==> src/hdl/c8enc_pkg.sv <==
// Shared types, codes and the instruction format table for the CHIP-8 instruction encoder.
// Depends on nothing; used by c8enc_match and chip8_instruction_encoder_unit.

package c8enc_pkg;

	localparam int unsigned FMT_COUNT = 46;

	localparam logic [4:0] MN_CLS  = 5'd0;
	localparam logic [4:0] MN_RET  = 5'd1;
	localparam logic [4:0] MN_JP   = 5'd2;
	localparam logic [4:0] MN_CALL = 5'd3;
	localparam logic [4:0] MN_SE   = 5'd4;
	localparam logic [4:0] MN_SNE  = 5'd5;
	localparam logic [4:0] MN_LD   = 5'd6;
	localparam logic [4:0] MN_ADD  = 5'd7;
	localparam logic [4:0] MN_OR   = 5'd8;
	localparam logic [4:0] MN_AND  = 5'd9;
	localparam logic [4:0] MN_SUB  = 5'd10;
	localparam logic [4:0] MN_SHR  = 5'd11;
	localparam logic [4:0] MN_SUBN = 5'd12;
	localparam logic [4:0] MN_SHL  = 5'd13;
	localparam logic [4:0] MN_RND  = 5'd14;
	localparam logic [4:0] MN_DRW  = 5'd15;
	localparam logic [4:0] MN_SKP  = 5'd16;
	localparam logic [4:0] MN_SKNP = 5'd17;
	localparam logic [4:0] MN_XOR  = 5'd18;
	localparam logic [4:0] MN_SCD  = 5'd19;
	localparam logic [4:0] MN_SCR  = 5'd20;
	localparam logic [4:0] MN_SCL  = 5'd21;
	localparam logic [4:0] MN_EXIT = 5'd22;
	localparam logic [4:0] MN_LOW  = 5'd23;
	localparam logic [4:0] MN_HIGH = 5'd24;
	localparam logic [4:0] MN_JPV0 = 5'd25;

	// Operand kinds, followed by the integer slot kinds used only in the table.
	localparam logic [3:0] KD_NONE = 4'd0;
	localparam logic [3:0] KD_V    = 4'd1;
	localparam logic [3:0] KD_INT  = 4'd2;
	localparam logic [3:0] KD_DT   = 4'd3;
	localparam logic [3:0] KD_ST   = 4'd4;
	localparam logic [3:0] KD_I    = 4'd5;
	localparam logic [3:0] KD_IP   = 4'd6;
	localparam logic [3:0] KD_K    = 4'd7;
	localparam logic [3:0] KD_F    = 4'd8;
	localparam logic [3:0] KD_B    = 4'd9;
	localparam logic [3:0] KD_HF   = 4'd10;
	localparam logic [3:0] KD_R    = 4'd11;
	localparam logic [3:0] SL_N4   = 4'd12;
	localparam logic [3:0] SL_N8   = 4'd13;
	localparam logic [3:0] SL_N12  = 4'd14;

	localparam logic [1:0] ST_OK       = 2'd0;
	localparam logic [1:0] ST_TOO_BIG  = 2'd1;
	localparam logic [1:0] ST_NO_MATCH = 2'd2;

	localparam logic [15:0] MK_NONE = 16'h0000;
	localparam logic [15:0] MK_X    = 16'h0F00;
	localparam logic [15:0] MK_Y    = 16'h00F0;
	localparam logic [15:0] MK_N    = 16'h000F;
	localparam logic [15:0] MK_KK   = 16'h00FF;
	localparam logic [15:0] MK_NNN  = 16'h0FFF;

	typedef struct packed {
		logic [4:0]  mnem;
		logic [15:0] base;
		logic [1:0]  count;
		logic [3:0]  slot_a;
		logic [3:0]  slot_b;
		logic [3:0]  slot_c;
		logic [15:0] mask_a;
		logic [15:0] mask_b;
		logic [15:0] mask_c;
	} fmt_t;

	typedef struct packed {
		logic [4:0]  mnemonic;
		logic [1:0]  operand_count;
		logic [3:0]  kind_a;
		logic [11:0] value_a;
		logic [3:0]  kind_b;
		logic [11:0] value_b;
		logic [3:0]  kind_c;
		logic [11:0] value_c;
	} instr_t;

	typedef struct packed {
		logic [15:0] opcode;
		logic [1:0]  status;
	} result_t;

	localparam fmt_t FMT_TABLE [FMT_COUNT] = '{
		'{MN_SCD,  16'h00C0, 2'd1, SL_N4,   KD_NONE, KD_NONE, MK_N,    MK_NONE, MK_NONE},
		'{MN_CLS,  16'h00E0, 2'd0, KD_NONE, KD_NONE, KD_NONE, MK_NONE, MK_NONE, MK_NONE},
		'{MN_RET,  16'h00EE, 2'd0, KD_NONE, KD_NONE, KD_NONE, MK_NONE, MK_NONE, MK_NONE},
		'{MN_SCR,  16'h00FB, 2'd0, KD_NONE, KD_NONE, KD_NONE, MK_NONE, MK_NONE, MK_NONE},
		'{MN_SCL,  16'h00FC, 2'd0, KD_NONE, KD_NONE, KD_NONE, MK_NONE, MK_NONE, MK_NONE},
		'{MN_EXIT, 16'h00FD, 2'd0, KD_NONE, KD_NONE, KD_NONE, MK_NONE, MK_NONE, MK_NONE},
		'{MN_LOW,  16'h00FE, 2'd0, KD_NONE, KD_NONE, KD_NONE, MK_NONE, MK_NONE, MK_NONE},
		'{MN_HIGH, 16'h00FF, 2'd0, KD_NONE, KD_NONE, KD_NONE, MK_NONE, MK_NONE, MK_NONE},
		'{MN_JP,   16'h1000, 2'd1, SL_N12,  KD_NONE, KD_NONE, MK_NNN,  MK_NONE, MK_NONE},
		'{MN_CALL, 16'h2000, 2'd1, SL_N12,  KD_NONE, KD_NONE, MK_NNN,  MK_NONE, MK_NONE},
		'{MN_SE,   16'h3000, 2'd2, KD_V,    SL_N8,   KD_NONE, MK_X,    MK_KK,   MK_NONE},
		'{MN_SNE,  16'h4000, 2'd2, KD_V,    SL_N8,   KD_NONE, MK_X,    MK_KK,   MK_NONE},
		'{MN_SE,   16'h5000, 2'd2, KD_V,    KD_V,    KD_NONE, MK_X,    MK_Y,    MK_NONE},
		'{MN_LD,   16'h6000, 2'd2, KD_V,    SL_N8,   KD_NONE, MK_X,    MK_KK,   MK_NONE},
		'{MN_ADD,  16'h7000, 2'd2, KD_V,    SL_N8,   KD_NONE, MK_X,    MK_KK,   MK_NONE},
		'{MN_LD,   16'h8000, 2'd2, KD_V,    KD_V,    KD_NONE, MK_X,    MK_Y,    MK_NONE},
		'{MN_OR,   16'h8001, 2'd2, KD_V,    KD_V,    KD_NONE, MK_X,    MK_Y,    MK_NONE},
		'{MN_AND,  16'h8002, 2'd2, KD_V,    KD_V,    KD_NONE, MK_X,    MK_Y,    MK_NONE},
		'{MN_XOR,  16'h8003, 2'd2, KD_V,    KD_V,    KD_NONE, MK_X,    MK_Y,    MK_NONE},
		'{MN_ADD,  16'h8004, 2'd2, KD_V,    KD_V,    KD_NONE, MK_X,    MK_Y,    MK_NONE},
		'{MN_SUB,  16'h8005, 2'd2, KD_V,    KD_V,    KD_NONE, MK_X,    MK_Y,    MK_NONE},
		'{MN_SHR,  16'h8006, 2'd2, KD_V,    KD_V,    KD_NONE, MK_X,    MK_Y,    MK_NONE},
		'{MN_SHR,  16'h8006, 2'd1, KD_V,    KD_NONE, KD_NONE, MK_X,    MK_NONE, MK_NONE},
		'{MN_SUBN, 16'h8007, 2'd2, KD_V,    KD_V,    KD_NONE, MK_X,    MK_Y,    MK_NONE},
		'{MN_SHL,  16'h800E, 2'd2, KD_V,    KD_V,    KD_NONE, MK_X,    MK_Y,    MK_NONE},
		'{MN_SHL,  16'h800E, 2'd1, KD_V,    KD_NONE, KD_NONE, MK_X,    MK_NONE, MK_NONE},
		'{MN_SNE,  16'h9000, 2'd2, KD_V,    KD_V,    KD_NONE, MK_X,    MK_Y,    MK_NONE},
		'{MN_LD,   16'hA000, 2'd2, KD_I,    SL_N12,  KD_NONE, MK_NONE, MK_NNN,  MK_NONE},
		'{MN_JPV0, 16'hB000, 2'd1, SL_N12,  KD_NONE, KD_NONE, MK_NNN,  MK_NONE, MK_NONE},
		'{MN_JP,   16'hB000, 2'd2, KD_V,    SL_N12,  KD_NONE, MK_NONE, MK_NNN,  MK_NONE},
		'{MN_RND,  16'hC000, 2'd2, KD_V,    SL_N8,   KD_NONE, MK_X,    MK_KK,   MK_NONE},
		'{MN_DRW,  16'hD000, 2'd3, KD_V,    KD_V,    SL_N4,   MK_X,    MK_Y,    MK_N},
		'{MN_SKP,  16'hE09E, 2'd1, KD_V,    KD_NONE, KD_NONE, MK_X,    MK_NONE, MK_NONE},
		'{MN_SKNP, 16'hE0A1, 2'd1, KD_V,    KD_NONE, KD_NONE, MK_X,    MK_NONE, MK_NONE},
		'{MN_LD,   16'hF007, 2'd2, KD_V,    KD_DT,   KD_NONE, MK_X,    MK_NONE, MK_NONE},
		'{MN_LD,   16'hF00A, 2'd2, KD_V,    KD_K,    KD_NONE, MK_X,    MK_NONE, MK_NONE},
		'{MN_LD,   16'hF015, 2'd2, KD_DT,   KD_V,    KD_NONE, MK_NONE, MK_X,    MK_NONE},
		'{MN_LD,   16'hF018, 2'd2, KD_ST,   KD_V,    KD_NONE, MK_NONE, MK_X,    MK_NONE},
		'{MN_ADD,  16'hF01E, 2'd2, KD_I,    KD_V,    KD_NONE, MK_NONE, MK_X,    MK_NONE},
		'{MN_LD,   16'hF029, 2'd2, KD_F,    KD_V,    KD_NONE, MK_NONE, MK_X,    MK_NONE},
		'{MN_LD,   16'hF030, 2'd2, KD_HF,   KD_V,    KD_NONE, MK_NONE, MK_X,    MK_NONE},
		'{MN_LD,   16'hF033, 2'd2, KD_B,    KD_V,    KD_NONE, MK_NONE, MK_X,    MK_NONE},
		'{MN_LD,   16'hF055, 2'd2, KD_IP,   KD_V,    KD_NONE, MK_NONE, MK_X,    MK_NONE},
		'{MN_LD,   16'hF065, 2'd2, KD_V,    KD_IP,   KD_NONE, MK_X,    MK_NONE, MK_NONE},
		'{MN_LD,   16'hF075, 2'd2, KD_R,    KD_V,    KD_NONE, MK_NONE, MK_X,    MK_NONE},
		'{MN_LD,   16'hF085, 2'd2, KD_V,    KD_R,    KD_NONE, MK_X,    MK_NONE, MK_NONE}
	};

endpackage

==> src/hdl/c8enc_match.sv <==
// Combinational format matcher and opcode assembler for one registered instruction.
// Depends on c8enc_pkg for the format table, the operand codes and the shared structs.

module c8enc_match (
	input  c8enc_pkg::instr_t  instr,
	output c8enc_pkg::result_t result
);

	function automatic logic slot_ok(input logic [3:0] slot, input logic [3:0] kind,
			input logic [11:0] value);
		logic ok;
		ok = 1'b0;
		if (kind == c8enc_pkg::KD_INT) begin
			if (slot == c8enc_pkg::SL_N12) ok = 1'b1;
			else if (slot == c8enc_pkg::SL_N8) ok = (value[11:8] == 4'd0);
			else if (slot == c8enc_pkg::SL_N4) ok = (value[11:4] == 8'd0);
		end else if (kind != c8enc_pkg::KD_NONE && kind <= c8enc_pkg::KD_R) begin
			ok = (slot == kind);
		end
		return ok;
	endfunction

	function automatic logic [15:0] place(input logic [11:0] value, input logic [15:0] mask);
		logic [15:0] wide;
		wide = {4'd0, value};
		if (mask == c8enc_pkg::MK_X) wide = wide << 8;
		else if (mask == c8enc_pkg::MK_Y) wide = wide << 4;
		return wide & mask;
	endfunction

	logic [c8enc_pkg::FMT_COUNT-1:0] hit;
	logic [c8enc_pkg::FMT_COUNT-1:0] first;
	logic [15:0]                     word;
	logic                            reg_too_big;
	logic                            use_a;
	logic                            use_b;
	logic                            use_c;

	assign use_a = (instr.operand_count >= 2'd1);
	assign use_b = (instr.operand_count >= 2'd2);
	assign use_c = (instr.operand_count == 2'd3);

	assign reg_too_big =
		(use_a && instr.kind_a == c8enc_pkg::KD_V && instr.value_a[11:4] != 8'd0) ||
		(use_b && instr.kind_b == c8enc_pkg::KD_V && instr.value_b[11:4] != 8'd0) ||
		(use_c && instr.kind_c == c8enc_pkg::KD_V && instr.value_c[11:4] != 8'd0);

	always_comb begin
		for (int i = 0; i < c8enc_pkg::FMT_COUNT; i++) begin
			hit[i] = (c8enc_pkg::FMT_TABLE[i].mnem == instr.mnemonic) &&
				(c8enc_pkg::FMT_TABLE[i].count == instr.operand_count) &&
				(!use_a || slot_ok(c8enc_pkg::FMT_TABLE[i].slot_a, instr.kind_a, instr.value_a)) &&
				(!use_b || slot_ok(c8enc_pkg::FMT_TABLE[i].slot_b, instr.kind_b, instr.value_b)) &&
				(!use_c || slot_ok(c8enc_pkg::FMT_TABLE[i].slot_c, instr.kind_c, instr.value_c));
		end
	end

	// The earliest matching entry in table order wins.
	assign first = hit & (~hit + {{(c8enc_pkg::FMT_COUNT-1){1'b0}}, 1'b1});

	always_comb begin
		word = 16'd0;
		for (int i = 0; i < c8enc_pkg::FMT_COUNT; i++) begin
			if (first[i]) begin
				word = word | c8enc_pkg::FMT_TABLE[i].base |
					place(instr.value_a, use_a ? c8enc_pkg::FMT_TABLE[i].mask_a
						: c8enc_pkg::MK_NONE) |
					place(instr.value_b, use_b ? c8enc_pkg::FMT_TABLE[i].mask_b
						: c8enc_pkg::MK_NONE) |
					place(instr.value_c, use_c ? c8enc_pkg::FMT_TABLE[i].mask_c
						: c8enc_pkg::MK_NONE);
			end
		end
	end

	always_comb begin
		if (reg_too_big) begin
			result.opcode = 16'd0;
			result.status = c8enc_pkg::ST_TOO_BIG;
		end else if (hit == '0) begin
			result.opcode = 16'd0;
			result.status = c8enc_pkg::ST_NO_MATCH;
		end else begin
			result.opcode = word;
			result.status = c8enc_pkg::ST_OK;
		end
	end

endmodule

==> src/hdl/chip8_instruction_encoder_unit.sv <==
// Top level of the CHIP-8 / SUPER-CHIP instruction encoder: input register, matcher, result register.
// Depends on c8enc_pkg and c8enc_match.

// Each transaction on the input carries one parsed instruction and yields exactly one
// transaction on the output, through the input register and then the result register, with
// the 16-bit opcode and a status (ok, register number too big, or no matching format; the
// opcode is zero unless the status is ok). A new instruction is taken in every cycle unless
// the input is stalled: the input register feeds a single pass through the format table into
// the result register, and the input stalls only while both registers hold instructions and
// the output is stalled. The block keeps no state between instructions.

module chip8_instruction_encoder_unit (
	input  logic        clk,
	input  logic        arst_n,
	input  logic        in_valid,
	output logic        in_stall,
	input  logic [4:0]  mnemonic,
	input  logic [1:0]  operand_count,
	input  logic [3:0]  kind_a,
	input  logic [11:0] value_a,
	input  logic [3:0]  kind_b,
	input  logic [11:0] value_b,
	input  logic [3:0]  kind_c,
	input  logic [11:0] value_c,
	output logic        out_valid,
	input  logic        out_stall,
	output logic [15:0] opcode,
	output logic [1:0]  status
);

	c8enc_pkg::instr_t  instr_s1;
	logic               valid_s1;
	c8enc_pkg::result_t enc;
	c8enc_pkg::result_t result_s2;
	logic               valid_s2;
	logic               adv_s2;
	logic               adv_s1;

	assign adv_s2   = !valid_s2 || !out_stall;
	assign adv_s1   = !valid_s1 || adv_s2;
	assign in_stall = !adv_s1;

	always_ff @(posedge clk or negedge arst_n) begin
		if (!arst_n) begin
			valid_s1 <= 1'b0;
		end else if (adv_s1) begin
			valid_s1 <= in_valid;
		end
	end

	always_ff @(posedge clk) begin
		if (adv_s1 && in_valid) begin
			instr_s1 <= '{mnemonic, operand_count, kind_a, value_a, kind_b, value_b,
				kind_c, value_c};
		end
	end

	c8enc_match u_match (
		.instr  (instr_s1),
		.result (enc)
	);

	always_ff @(posedge clk or negedge arst_n) begin
		if (!arst_n) begin
			valid_s2 <= 1'b0;
		end else if (adv_s2) begin
			valid_s2 <= valid_s1;
		end
	end

	always_ff @(posedge clk) begin
		if (adv_s2 && valid_s1) begin
			result_s2 <= enc;
		end
	end

	assign out_valid = valid_s2;
	assign opcode    = result_s2.opcode;
	assign status    = result_s2.status;

`ifndef ASSERT_OFF
	a_err_zero: assert property (@(posedge clk) disable iff (!arst_n)
		out_valid && status != c8enc_pkg::ST_OK |-> opcode == 16'd0)
		else $error("Opcode is not zero on an error status.");

	a_accept_loads: assert property (@(posedge clk) disable iff (!arst_n)
		in_valid && !in_stall |=> valid_s1)
		else $error("Accepted instruction did not reach the input register.");

	a_stall_cause: assert property (@(posedge clk) disable iff (!arst_n)
		in_stall |-> valid_s1 && out_valid && out_stall)
		else $error("Input stalled while the pipeline had room.");

	a_status_range: assert property (@(posedge clk) disable iff (!arst_n)
		out_valid |-> status == c8enc_pkg::ST_OK || status == c8enc_pkg::ST_TOO_BIG ||
			status == c8enc_pkg::ST_NO_MATCH)
		else $error("Status code out of range.");
`endif

endmodule
==> config.mk <==
export PLATFORM = sky130hd
export DESIGN_NAME = chip8_instruction_encoder_unit
export DESIGN_NICKNAME = d
export VERILOG_FILES = /design/src/hdl/c8enc_pkg.sv /design/src/hdl/c8enc_match.sv /design/src/hdl/chip8_instruction_encoder_unit.sv
export SDC_FILE = /design/constraint.sdc
export NUM_CORES = 1
export LEC_CHECK = 0
export ABC_AREA = 1
export BUFFER_PORTS_ARGS = -buffer_cell sky130_fd_sc_hd__buf_2
export CAP_MARGIN = 20
export CORE_MARGIN = 4
export CORE_UTILIZATION = 40
export CTS_CLUSTER_DIAMETER = 60
export CTS_CLUSTER_SIZE = 20
export DETAILED_ROUTE_END_ITERATION = 6
export GPL_TIMING_DRIVEN = 1
export PLACE_DENSITY = 0.56
export SLEW_MARGIN = 5
export SYNTH_ARGS = -nofsm -noshare
export SYNTH_HDL_FRONTEND = slang
export SYNTH_SLANG_ARGS = --single-unit
==> constraint.sdc <==
create_clock -name clk -period 2.7 [get_ports clk]
set_clock_uncertainty 0.1 [all_clocks]
set_input_delay 0.27 -clock clk [delete_from_list [all_inputs] [get_ports clk]]
set_output_delay 0.27 -clock clk [all_outputs]
set_load 0.05 [all_outputs]
Word level (Yosys, flattened, before mapping)
Cells that the tools add are included.
- flip-flop bits (word level): 75
- output and inout bits: 20
- word-level logic and storage cells: 594
- $add $sub $neg: 1
- $lt $le $gt $ge: 5
- eq/ne operators: 70
- mux-type cells: 172
- bitwise logic cells: 115
- reductions and logical operators: 219
- operators by type and width (kind ; count):
    $mux 16 ; 112
    $and 16x16->16 ; 57
    $or 16x16->16 ; 56
    $logic_and 1x1->1 ; 170
    $eq 16x12->1 const B ; 8
    $eq 16x8->1 const B ; 8
    $mux 8 ; 9
    $eq 5x5->1 const A ; 10
    $mux 12 ; 4
    $add 46x1->46 const B ; 1
    $and 46x46->46 ; 1
    $logic_not 46->1 ; 1
    $not 46->46 ; 1
    $mux 1 ; 44
    $eq 4x4->1 const A ; 10
    $eq 4x5->1 const A ; 8
    $logic_or 1x1->1 ; 26
    $reduce_bool 8->1 ; 3
    $eq 3x4->1 const A ; 5
    $eq 3x5->1 const A ; 4
    $logic_not 4->1 ; 4
    $logic_not 8->1 ; 2
    $eq 4x1->1 const B ; 3
    $eq 4x2->1 const B ; 3
    other kinds (17) ; 32

Longest topological paths before layout
Gate-level depths: netlist (run 1).
- word-level depth: 115
- mapped depth: 18

Hierarchy
Synthesis (run 1) repeated with hierarchy kept, for this count alone.
- cell total of the unflattened synthesis: 646
- area total of the unflattened synthesis: 5007.3 um^2
- by module, submodules not included (module ; times used ; cells an instance ; area an instance (um^2) ; sequential area each (um^2)):
    c8enc_match ; 1 ; 561 ; 2720.1 ; 0.0
    chip8_instruction_encoder_unit ; 1 ; 85 ; 2287.2 ; 2242.2

Least setup slack after synthesis (run 1)
No wires, ideal clock.
- path kind: register to register
- start: register valid_s2, in the netlist out_valid
- end: register instr_s1[0] (netlist bit) (enable)
- library setup time: 503 ps
- arrival time: 2289 ps
- setup slack: -192 ps
- cell stages (with the launch flop): 6
- cells stage by stage: dfrtp_1 > nand2_1 > nor2_1 > inv_1 > nand2_1 > inv_1
- cells in the longest elaborated chain, start to end: 4
- RTL lines (item ; line ; RTL):
    start: declaration ; chip8_instruction_encoder_unit.sv:35 ; logic valid_s2;
    start signal: assignment ; chip8_instruction_encoder_unit.sv:67 ; valid_s2 <= valid_s1;
    $logic_not 1->1 ; chip8_instruction_encoder_unit.sv:39 ; assign adv_s2 = !valid_s2 || !out_stall;
    $logic_or 1x1->1 ; chip8_instruction_encoder_unit.sv:39 ;
    $logic_or 1x1->1 ; chip8_instruction_encoder_unit.sv:40 ; assign adv_s1 = !valid_s1 || adv_s2;
    $logic_and 1x1->1 ; chip8_instruction_encoder_unit.sv:52 ; if (adv_s1 && in_valid) begin
    end signal: assignment ; chip8_instruction_encoder_unit.sv:53 ; instr_s1 <= '{mnemonic, operand_count, kind_a, value_a, kind_b, value_b,
    end: declaration ; chip8_instruction_encoder_unit.sv:31 ; c8enc_pkg::instr_t instr_s1;
Every way passes these cells.
A chain may end at the register's enable or synchronous reset.

Worst setup path in the final report (run 1)
- start: register instr_s1[44] (netlist bit)
- end: register result_s2, in the netlist opcode[8], data pin
- cells in the longest elaborated chain, start to end: 106
- elaborated cells on any way between the ends: 287
- those cells by class: add/sub: 1; order compare: 1; eq/ne: 13; mux: 63; bitwise: 58; reduce/logical: 151
- RTL lines (item ; line ; RTL):
    $le 4x4->1 / $reduce_bool 4->1 (equally long branches) ; c8enc_match.sv:17 ; end else if (kind != c8enc_pkg::KD_NONE && kind <= c8enc_pkg::KD_R) begin
    $logic_and 1x1->1 ; c8enc_match.sv:17 ;
    $mux 1 ; c8enc_match.sv:17 ;
    $mux 1 ; c8enc_match.sv:13 ; if (kind == c8enc_pkg::KD_INT) begin
    $logic_or 1x1->1 ; c8enc_match.sv:52 ; (!use_a || slot_ok(c8enc_pkg::FMT_TABLE[i].slot_a, instr.kind_a, instr.value_a)) &&
    $logic_and 1x1->1 ; c8enc_match.sv:51 ; (c8enc_pkg::FMT_TABLE[i].count == instr.operand_count) &&
    $logic_and 1x1->1 ; c8enc_match.sv:52 ;
    $logic_and 1x1->1 ; c8enc_match.sv:53 ; (!use_b || slot_ok(c8enc_pkg::FMT_TABLE[i].slot_b, instr.kind_b, instr.value_b)) &&
    [90 not listed] ; - ;
    $or 16x16->16 ; c8enc_match.sv:67 ; : c8enc_pkg::MK_NONE) |
    $mux 16 ; c8enc_match.sv:64 ; if (first[i]) begin
    $or 16x16->16 ; c8enc_match.sv:65 ; word = word | c8enc_pkg::FMT_TABLE[i].base |
    $mux 16 ; c8enc_match.sv:64 ;
    $or 16x16->16 ; c8enc_match.sv:67 ;
    $mux 16 ; c8enc_match.sv:64 ;
    $or 16x16->16 ; c8enc_match.sv:65 ;
    $mux 16 ; c8enc_match.sv:64 ;
    end signal: assignment ; chip8_instruction_encoder_unit.sv:73 ; result_s2 <= enc;
    end: declaration ; chip8_instruction_encoder_unit.sv:34 ; c8enc_pkg::result_t result_s2;
Parallel ways exist; a longest one is shown, timed or not.

==> results by group, run 1 <==
Worst setup path
  – Worst path bufs/invs: 2
  – WS Path Type: reg2reg
  – Worst-path cell chain: buf_4 > nand2_1 > nor2_4 > nand2_2 > nor2_1 > buf_4 > nor3_1 > nand3_1 > nor3_2 > nand4_1 > a21oi_2 > nor2_1
  – CP max stage cell: edfxtp_1
  – Setup crit end kind: flip-flop
  – Reg2Reg Depth: 12
  – Arrival @ worst endpoint: approximately 2.6 ns
  – Largest delay share family, worst path: simple AND/OR/NAND/NOR gates
  – Crit-path max FO: 6
  – Worst EP required: 2.69 ns
  – WP depth: 12
  – Worst Setup Start Kind: flip-flop
  – CP max stage delay: 0.50 ns

Global route
  – Vias in the first global route: ~5600
  – First-pass GRT wire length: 30100 um
  – Total gr overflow: 0
  – Overall Global Routing Usage: 26.7%
  – Initial antenna violation count: 0
  – Pin count of the biggest net entering global routing: 56

Timing
  – Slew Limit Fails: 0
  – Tcrit/Tclk final: between 90% and 100%
  – Post-layout min period: 2.62 ns
  – Max Freq: 382 MHz
  – Hold Vio Cnt, Final: 0
  – Rel. slew slack: 67.1%
  – Worst Tran Pin Value: 0.481 ns
  – Setup TNS: 0 ns
  – RSZ-0062 raised after global routing: yes
  – PnR worst setup slack: ~0.080 ns
  – Setup Viol. Count Final: 0

Synth
  – Leading area contributor after synthesis: edfxtp_1
  – Mux share of post-synthesis cell area: 0%
  – Top cells by area, synth: edfxtp_1 (43%), nand2_1 (9.1%), nor2_1 (8.7%), inv_1 (6.6%), nand3_1 (4.4%)
  – Synth Area in Simple Gates: 37.6%
  – Main combinational cell family by area after synthesis: simple AND/OR/NAND/NOR gates
  – Seq cells post-synth: 75
  – Top-area cell type share of the netlist area: 43.0%
  – Synth Area in Adders: 0%
  – Syn nets: 730
  – Post-Syn Area: 5100 um^2
  – Fraction of registers with async set/reset: between 2 and 3%
  – Post-Synth XOR/XNOR Area: 0%
  – Sequential share of the synthesized area: ~44%
  – Ys Warns: 0
  – Count of cell types in the netlist: 39
  – Synth Instances: 671
  – Compound-cell area share of the yosys netlist: 9.18%
  – Avg Synthesized Cell Area: 7.60 um^2
  – Post-synth EDFFs: 73
  – Top FF cell, synth: edfxtp_1

Finish
  – Area grow syn2layout: 39.6%
  – Filler Cell Count: 1127
  – Commonest non-fill, non-tap cell in the layout: nand2_1
  – Design Area, Final: 7120 um^2
  – Multi-input logic area: around 2600 um^2
  – Highest-count cells in the layout ignoring fill and taps: nand2_1 (116), nor2_1 (104), inv_1 (87)
  – Post-Layout Cell Count: 1031
  – Fraction of layout cells with a size suffix above 1: 28.9%
  – Antenna cells: 0
  – Reg area: 2240 um^2
  – Final #Nets: between 900 and 1000

Job
  – Max Cap Viol: 0

Clocking
  – CTS buffer count: 9
  – Clk slew on worst S/H paths: 0.06 ns
  – Clk buf depth: 2
  – CTS tree: built
  – CTS Sinks: 75
  – Worst-skew pair later-pin latency: 0.34 ns
  – Root Driver: clkbuf_16
  – H-tree depth: 3

Floorplanning
  – Die Y-Extent: 121 um
  – Initial Util: 41.6%
  – # IOs: 79
  – Rows: 40
  – Die width: 121 um
  – Full die area: 14600 um^2
  – Core ar.: 12300 um^2

Power and ir drop
  – Sw Share: 27.7%
  – Logic pwr share: 19.3%
  – Leakage: roughly 3.3 nW
  – P_int: roughly 0.0024 W
  – Seq pwr share: between 40% and 50%
  – Worst vdd ir: 426 uV
  – Total power: 0.00332 W
  – Switching pwr: between 0.0009 and 0.001 W
  – Power Dens Cells: 467 nW/um^2
  – Clock power share: 37.7%

Routing
  – WL per Instance: 18.6 um
  – Via density: 5.53
  – Routed Antenna Nets: 0
  – DR iter-0 viols: 767
  – Total number of vias: 5703
  – Drt total wl: 19100 um
  – DRC: 0
  – Initial DRT Pass Iterations: 5

Placement
  – DP Area: 6070 um^2
  – RD Place Congestion: approximately 1.0
  – Placed cells: slightly below 1000
  – PortBufs: between 70 and 80
  – Pre-CTS setup slack: -0.0911 ns
  – Dpl hpwl: 15000 um

Worst hold path
  – Depth of the worst hold-timing path: 1
  – Hold Crit Class: in2reg

Outcome
  – Status: finished, final reports clean
-- area by class of cell --
class	instances	share of cell area, %
Clock inverter	5	1.11
Inverter	100	5.41
Timing Repair Buffer	188	18.9
Sequential cell	75	31.5
Multi-Input combinational cell	484	36.9
Tap cell	168	2.95
Clock buffer	11	3.27
-- path summary, 6_finish.rpt --
kind	start	endpoint	slack, ns
worst max register to register	instr_s1[44]	opcode[8]	0.08
worst min register to register	valid_s1	out_valid	0.38
worst max-delay path	instr_s1[44]	opcode[8]	0.08
min in group asynchronous	arst_n	valid_s1	0.17
worst min-delay path	value_b[9]	instr_s1[25]	0.005
max in group asynchronous	arst_n	out_valid	2.24
-- cell usage after synthesis (4+ instances only) --
master / n
a21oi_1: 23
nor4_1: 20
o21ai_0: 17
inv_1: 89
nor3_1: 39
nand3_2: 5
nand4_1: 22
nor2_2: 11
a211oi_1: 5
nand3_1: 45
nand2_1: 123
buf_4: 4
o2111ai_1: 4
edfxtp_1: 73
inv_2: 9
nor2_1: 118
o22ai_1: 5
nand2_2: 13
-- power by group through the flow --
stage / sequential (W) / combinational [W] / clock (W)
floorplan: 0.00154 / 0.000246 / 0
global route: 0.00144 / 0.000691 / 0.00133
detailed placement: 0.00146 / 0.000532 / 0
CTS: 0.00144 / 0.000577 / 0.00128
finish: 0.00143 / 0.000640 / 0.00125
global placement: 0.00145 / 0.000531 / 0
-- per-stage QoR --
stage	util [%]	hold slack [ns]
final	58.1	0.00529
after global routing	58.1	0.00151
after CTS	55.2	0.0000243
after detailed placement	49.5	-0.0402
after global placement	49.5	-0.0443
after floorplan	-	-0.126
-- metal layers --
metal  share of wire [%]  vias up  routed length, um  global-route usage (%)
met5                   0        -                  0                       0
met4                 4.1        0                781                    11.7
met3                 8.4       57               1610                    4.06
met2                  45      315               8580                    41.5
met1                  43     2651               8170                    36.8
li1                    -     2680                  -                       -
-- timing repair --
action	4_1_cts	5_1_grt
cloned	0	1
pin swaps	0	16
endpoints found under the hold margin	39	1
hold buffers	38	1
gates resized for setup	3	56
endpoints found under the setup margin	7	16
setup buffers	0	13
-- state kept, by name (all words and copies together) (netlist names) --
name       cells
instr_s1      55
out_valid      1
opcode        16
valid_s1       1
status         2
-- kinds of logic (layout without fill, tap and decap cells) --
logic type / count (synthesis) / count (layout)
simple gates: 408 / 409
buf+inv: 113 / 304
compound gates: 75 / 75
flops: 75 / 75
Power figures use the tool's default switching activity.
==> run 2, diff against run 1 <==
- PLACE_DENSITY: 0.56 -> not set
- PLACE_DENSITY_LB_ADDON: not set -> 0.25
==> run 2 against run 1 <==
Against the previous run: maximum frequency is 2.3% lower; flip-flop and latch count stayed put; die area stayed put; first-iteration DRC count is 21% lower; clock power is 10% higher.
==> results by group, run 2 (synthesized netlist as in run 1, its figures left out) <==
Worst setup path
  – Crit-path max FO: 5 (-1)
  – Worst Setup Start Kind: flip-flop
  – Reg2Reg Depth: 15 (+3)
  – Setup crit end kind: flip-flop
  – WS Path Type: reg2reg
  – Arrival @ worst endpoint: 2.68 ns (+0.07 ns)
  – Worst EP required: 2.70 ns (about the same)

Routing
  – DR iter-0 viols: 603 (-21%)
  – DRC: 0 (unchanged)
  – Initial DRT Pass Iterations: 5 (unchanged)
  – Total number of vias: 5779 (+1.3%)
  – WL per Instance: 19.2 um (+3.5%)
  – Drt total wl: 20500 um (+7.2%)
  – Routed Antenna Nets: 0 (unchanged)
  – Via density: 5.41 (-2.2%)

Power and ir drop
  – Clock power share: 39.7% (+2.0 points)
  – Leakage: 3.53 nW (+6.1%)
  – Logic pwr share: 19.1% (-0.2 points)
  – Sw Share: 27.7% (about the same)
  – Power Dens Cells: 467 nW/um^2 (+0.12%)
  – P_int: 0.00252 W (+4.9%)
  – Worst vdd ir: 418 uV (-1.9%)
  – Switching pwr: 0.000964 W (+4.7%)
  – Seq pwr share: 41.2% (-1.8 points)

Finish
  – Fraction of layout cells with a size suffix above 1: 33.6% (+4.7 points)
  – Largest Register: instr_s1
  – Area grow syn2layout: 46.2%
  – Final #Nets: 954 (+4.0%)
  – Layout Utilization: 60.8% (+2.7 points)
  – Antenna cells: 0 (unchanged)
  – Reg area: 2240 um^2 (unchanged)
  – Filler Cell Count: 1118 (-0.80%)
  – Multi-input logic area: 2670 um^2 (+1.6%)
  – Commonest non-fill, non-tap cell in the layout: nand2_1
  – Highest-count cells in the layout ignoring fill and taps: nand2_1 (112), buf_4 (109), nor2_1 (98)
  – Max FFs per register: 55 (unchanged)

Placement
  – PortBufs: 78 (unchanged)
  – Dpl hpwl: 16000 um (+6.8%)
  – RD Place Congestion: 0.991 (-1.3%)

Global route
  – First-pass GRT wire length: 31200 um (+3.6%)
  – Overall Global Routing Usage: 28.1% (+1.4 points)
  – Vias in the first global route: 5671 (+1.3%)
  – Pin count of the biggest net entering global routing: 56 (unchanged)
  – Total gr overflow: 0 (unchanged)
  – Initial antenna violation count: 0 (unchanged)

Timing
  – Rel. slew slack: 54.7% (-12 points)
  – Tcrit/Tclk final: 99.3% (+2.3 points)
  – Worst Tran Pin Value: 0.680 ns (+0.199 ns)
  – Slew Limit Fails: 0 (unchanged)
  – Setup TNS: 0 ns (unchanged)
  – Final hold slack: 0.00883 ns (+0.00354 ns)
  – Post-layout min period: 2.68 ns (+0.0619 ns)
  – Max Freq: 373 MHz (-2.3%)
  – Setup Viol. Count Final: 0 (unchanged)
  – Hold Vio Cnt, Final: 0 (unchanged)

Clocking
  – Clk slew on worst S/H paths: 0.06 ns (about the same)
  – CTS Sinks: 75 (unchanged)
  – Root Driver: clkbuf_16
  – Clk buf depth: 2 (unchanged)
  – H-tree depth: 3 (unchanged)
  – CTS buffer count: 9 (unchanged)
  – Worst-skew pair later-pin latency: 0.34 ns (about the same)
  – CTS tree: built

Floorplanning
  – Die Y-Extent: 121 um (unchanged)
  – # IOs: 79 (unchanged)
  – Rows: 40 (unchanged)
  – Initial Util: 41.6% (unchanged)
  – Die width: 121 um (unchanged)
  – Core ar.: 12300 um^2 (unchanged)
  – Full die area: 14600 um^2 (unchanged)

Worst hold path
  – Hold Crit Class: in2reg
  – Depth of the worst hold-timing path: 1 (unchanged)

Outcome
  – Status: finished, final reports clean

Job
  – Max Cap Viol: 0 (unchanged)
==> run 2: area by class of cell <==
class	count	area share, %
Tap cell	168	2.82
Multi-Input combinational cell	484	35.8
Clock buffer	10	3.07
Inverter	100	5.10
Sequential cell	75	30.1
Clock inverter	6	1.51
Timing Repair Buffer	225	21.6
==> run 2: layer usage <==
layer  track usage [%]  routed length, um  vias up
li1                  -                  -     2749
met5                 0                  0        -
met1              37.6               8850     2750
met4              10.1                624        0
met3              3.64               1250       44
met2              46.6               9800      236
==> run 2: per-stage QoR <==
step	cells	power, W	cell area (um^2)	setup WS [ns]
detailed placement	995	0.00201	6320	-0.0839
CTS	1048	0.00341	7040	0.00102
floorplan	671	0.00179	5100	0.0531
global placement	995	0.00200	6320	-0.177
finish	1068	0.00348	7460	0.0185
global route	1068	0.00361	7460	-0.0730
==> run 2: worst paths after layout <==
check | startpoint | to | slack, ns
setup / recovery | instr_s1[49] | opcode[5] | 0.02
hold / removal | value_a[0] | instr_s1[32] | 0.009
setup reg to reg | instr_s1[49] | opcode[5] | 0.02
hold reg to reg | valid_s1 | out_valid | 0.43
max in group asynchronous | arst_n | out_valid | 2.23
min in group asynchronous | arst_n | out_valid | 0.17
==> run 2: worst max-delay path, cell delays in order (launching register included) <==
cell      delay (ns)
edfxtp_1        0.40
buf_4           0.18
buf_4           0.13
nand2_2         0.11
nor2_4          0.07
nand2_2         0.12
nor2_2          0.06
inv_1           0.07
nor2_1          0.06
inv_1           0.20
o21ai_0         0.15
nor4_2          0.36
buf_4           0.17
nand2_1         0.07
a21oi_1         0.13
nor2_1          0.05
==> run 2: what timing repair did <==
item                                    in CTS  in global routing
gates resized for setup                      3                 67
cloned                                       0                  1
endpoints found under the setup margin       4                 16
hold endpoints to repair                    36                  0
hold buffers                                35                  0
setup buffers                                2                 19
pin swaps                                    0                 19
==> run 2: power groups by stage <==
| stage | Sequential [W] | Clock (W) | Combinational (W) |
|---|---|---|---|
| final | 0.00144 | 0.00138 | 0.000667 |
| after global routing | 0.00144 | 0.00146 | 0.000711 |
| after CTS | 0.00144 | 0.00138 | 0.000590 |
| after detailed placement | 0.00146 | 0 | 0.000546 |
| after global placement | 0.00146 | 0 | 0.000541 |
| after floorplan | 0.00154 | 0 | 0.000246 |
==> run 3, diff against run 2 <==
- CORE_ASPECT_RATIO: not set -> 1.2
==> run 3 against run 2 <==
Against the previous run: cell count fell by 2.2%; highest routed layer unchanged; non-clock buffer count fell by 17; largest power group unchanged; critical endpoint is now opcode[10]; critical path type unchanged; sequential share of layout area rose by 0.81 points; sequential power barely moved.
==> results by group, run 3 (synthesized netlist as in run 1, its figures left out) <==
Placement
  – PortBufs: 78 (unchanged)
  – RD Place Congestion: 1.01 (+1.5%)
  – DP Area: 6190 um^2 (-2.0%)
  – Placed cells: 972 (-2.3%)
  – Dpl hpwl: 15200 um (-4.8%)

Timing
  – Post-layout min period: 2.62 ns (-0.0611 ns)
  – RSZ-0062 raised after global routing: yes
  – Final hold slack: 0.0105 ns (+0.00167 ns)
  – Tcrit/Tclk final: 97.1% (-2.3 points)
  – Rel. slew slack: 65.7% (+11 points)
  – Max Freq: 382 MHz (+2.3%)
  – Setup Viol. Count Final: 0 (unchanged)
  – Slew Limit Fails: 0 (unchanged)
  – Setup TNS: 0 ns (unchanged)
  – Worst Tran Pin Value: 0.510 ns (-0.169 ns)
  – Hold Vio Cnt, Final: 0 (unchanged)

Routing
  – WL per Instance: 18.8 um (-2.0%)
  – Top layer used by detailed routing: met4
  – Initial DRT Pass Iterations: 5 (unchanged)
  – Via density: 5.51 (+1.8%)
  – Total number of vias: 5753 (-0.45%)
  – DR iter-0 viols: 580 (-3.8%)
  – Routed Antenna Nets: 0 (unchanged)
  – DRC: 0 (unchanged)
  – Drt total wl: 19700 um (-4.2%)
  – M1 WL: 8240 um (-6.8%)
  – Met2 wire length: 9300 um (-5.1%)
  – WL met3: 1220 um (-2.0%)

Finish
  – Fraction of layout cells with a size suffix above 1: 29.7% (-3.9 points)
  – Layout Utilization: 59.1% (-1.7 points)
  – Area grow syn2layout: 42.3%
  – Post-Layout Cell Count: 1044 (-2.2%)
  – Design Area, Final: 7260 um^2 (-2.6%)
  – Highest-count cells in the layout ignoring fill and taps: nand2_1 (118), nor2_1 (106), inv_1 (88)
  – Final #Nets: 937 (-1.8%)
  – Antenna cells: 0 (unchanged)
  – Commonest non-fill, non-tap cell in the layout: nand2_1
  – Largest Register: instr_s1
  – Max FFs per register: 55 (unchanged)

Clocking
  – Worst-skew pair later-pin latency: 0.34 ns (about the same)
  – Root Driver: clkbuf_16
  – Clk buf depth: 2 (unchanged)
  – CTS tree: built
  – CTS Sinks: 75 (unchanged)
  – CTS buffer count: 9 (unchanged)
  – H-tree depth: 3 (unchanged)
  – Clk slew on worst S/H paths: 0.06 ns (about the same)

Worst setup path
  – Worst-path cell chain: inv_2 > nand2_4 > nand2_4 > inv_4 > nor3_1 > nand3_1 > inv_1 > buf_4 > nor4_2 > nand4_1 > buf_4 > a21oi_2 > nor2_1
  – Setup crit end kind: flip-flop
  – Crit-path max FO: 10 (+5)
  – Arrival @ worst endpoint: 2.62 ns (-0.06 ns)
  – CP max stage delay: 0.56 ns (+0.16 ns)
  – Worst EP required: 2.70 ns (about the same)
  – CP max stage cell: edfxtp_1
  – Worst Setup Start Kind: flip-flop
  – WS Path Type: reg2reg

Floorplanning
  – Die width: 111 um (-8.1%)
  – Full die area: 14600 um^2 (about the same)
  – Initial Util: 41.5% (-0.051 points)
  – # IOs: 79 (unchanged)
  – Die Y-Extent: 132 um (+8.9%)
  – Rows: 44 (+10%)
  – Core ar.: 12300 um^2 (+0.12%)

Job
  – Max Cap Viol: 0 (unchanged)

Worst hold path
  – Hold Crit Class: in2reg

Global route
  – Overall Global Routing Usage: 26.3% (-1.8 points)
  – Total gr overflow: 0 (unchanged)
  – Pin count of the biggest net entering global routing: 56 (unchanged)
  – First-pass GRT wire length: 30200 um (-3.2%)
  – Vias in the first global route: 5635 (-0.63%)
  – Initial antenna violation count: 0 (unchanged)

Power and ir drop
  – Worst vdd ir: 416 uV (-0.60%)
  – Power Dens Cells: 456 nW/um^2 (-2.5%)
  – Leakage: 3.44 nW (-2.8%)

Outcome
  – Status: finished, final reports clean
-- run 3: cell types whose count changed in the layout (fill, tap and decap cells not counted), moves of 3 or more --
cell           change
nor2_4             -6
dlygate4sd3_1     +10
a21oi_1            -3
nand2_1            +6
clkinvlp_4         +3
nor2_1             +8
nand2_2            -8
buf_4             -26
a21oi_2            +3
-- run 3: stage by stage --
stage,worst slack [ns],power [W]
floorplan,0.0531,0.00179
global placement,-0.240,0.00199
finish,0.0796,0.00331
CTS,0.00133,0.00328
global route,-0.0726,0.00344
detailed placement,-0.119,0.00199
-- run 3: path summary, 6_finish.rpt --
check	start	end	slack, ns	depth (start not counted)
min in group asynchronous	arst_n	out_valid	0.15	2
max	instr_s1[48]	opcode[10]	0.08	13
max in group asynchronous	arst_n	valid_s1	2.26	2
max reg2reg	instr_s1[48]	opcode[10]	0.08	13
min reg2reg	valid_s1	out_valid	0.38	2
min	value_a[6]	instr_s1[38]	0.01	1
-- run 3: per-layer routing --
metal | GRT usage [%] | vias to the layer above
met1 | 33.9 | 2723
met4 | 12.4 | 0
met3 | 4.28 | 49
met5 | 0 | -
met2 | 43.3 | 258
li1 | - | 2723
-- run 3: area by class of cell --
class / instances / area [um^2]
tap: 161 / 201
sequential: 75 / 2240
multi-input combinational: 484 / 2620
timing repair buffer: 208 / 1500
clock inverter: 6 / 70.1
fill: 1136 / 5020
clock buffer: 10 / 239
inverter: 100 / 380
-- run 3: where the power goes --
| part | internal [W] | switching [W] | total (W) |
|---|---|---|---|
| logic | 0.000214 | 0.000425 | 0.000639 |
| registers | 0.00139 | 0.0000456 | 0.00143 |
| clock network | 0.000747 | 0.000488 | 0.00123 |
-- run 3: timing repair --
action	CTS	global route
resized for setup	2	51
setup buffers	0	10
endpoints found under the setup margin	3	16
hold endpoints to repair	46	0
hold buffers	45	0
gates cloned	0	1
pin swaps	0	14
-- run 3: worst max-delay path, delay by kind of cell (launching register included) --
kind / cells / cell delay, ns
compound gates: 1 / 0.13
flops: 1 / 0.56
buf+inv: 5 / 0.71
simple gates: 7 / 0.87
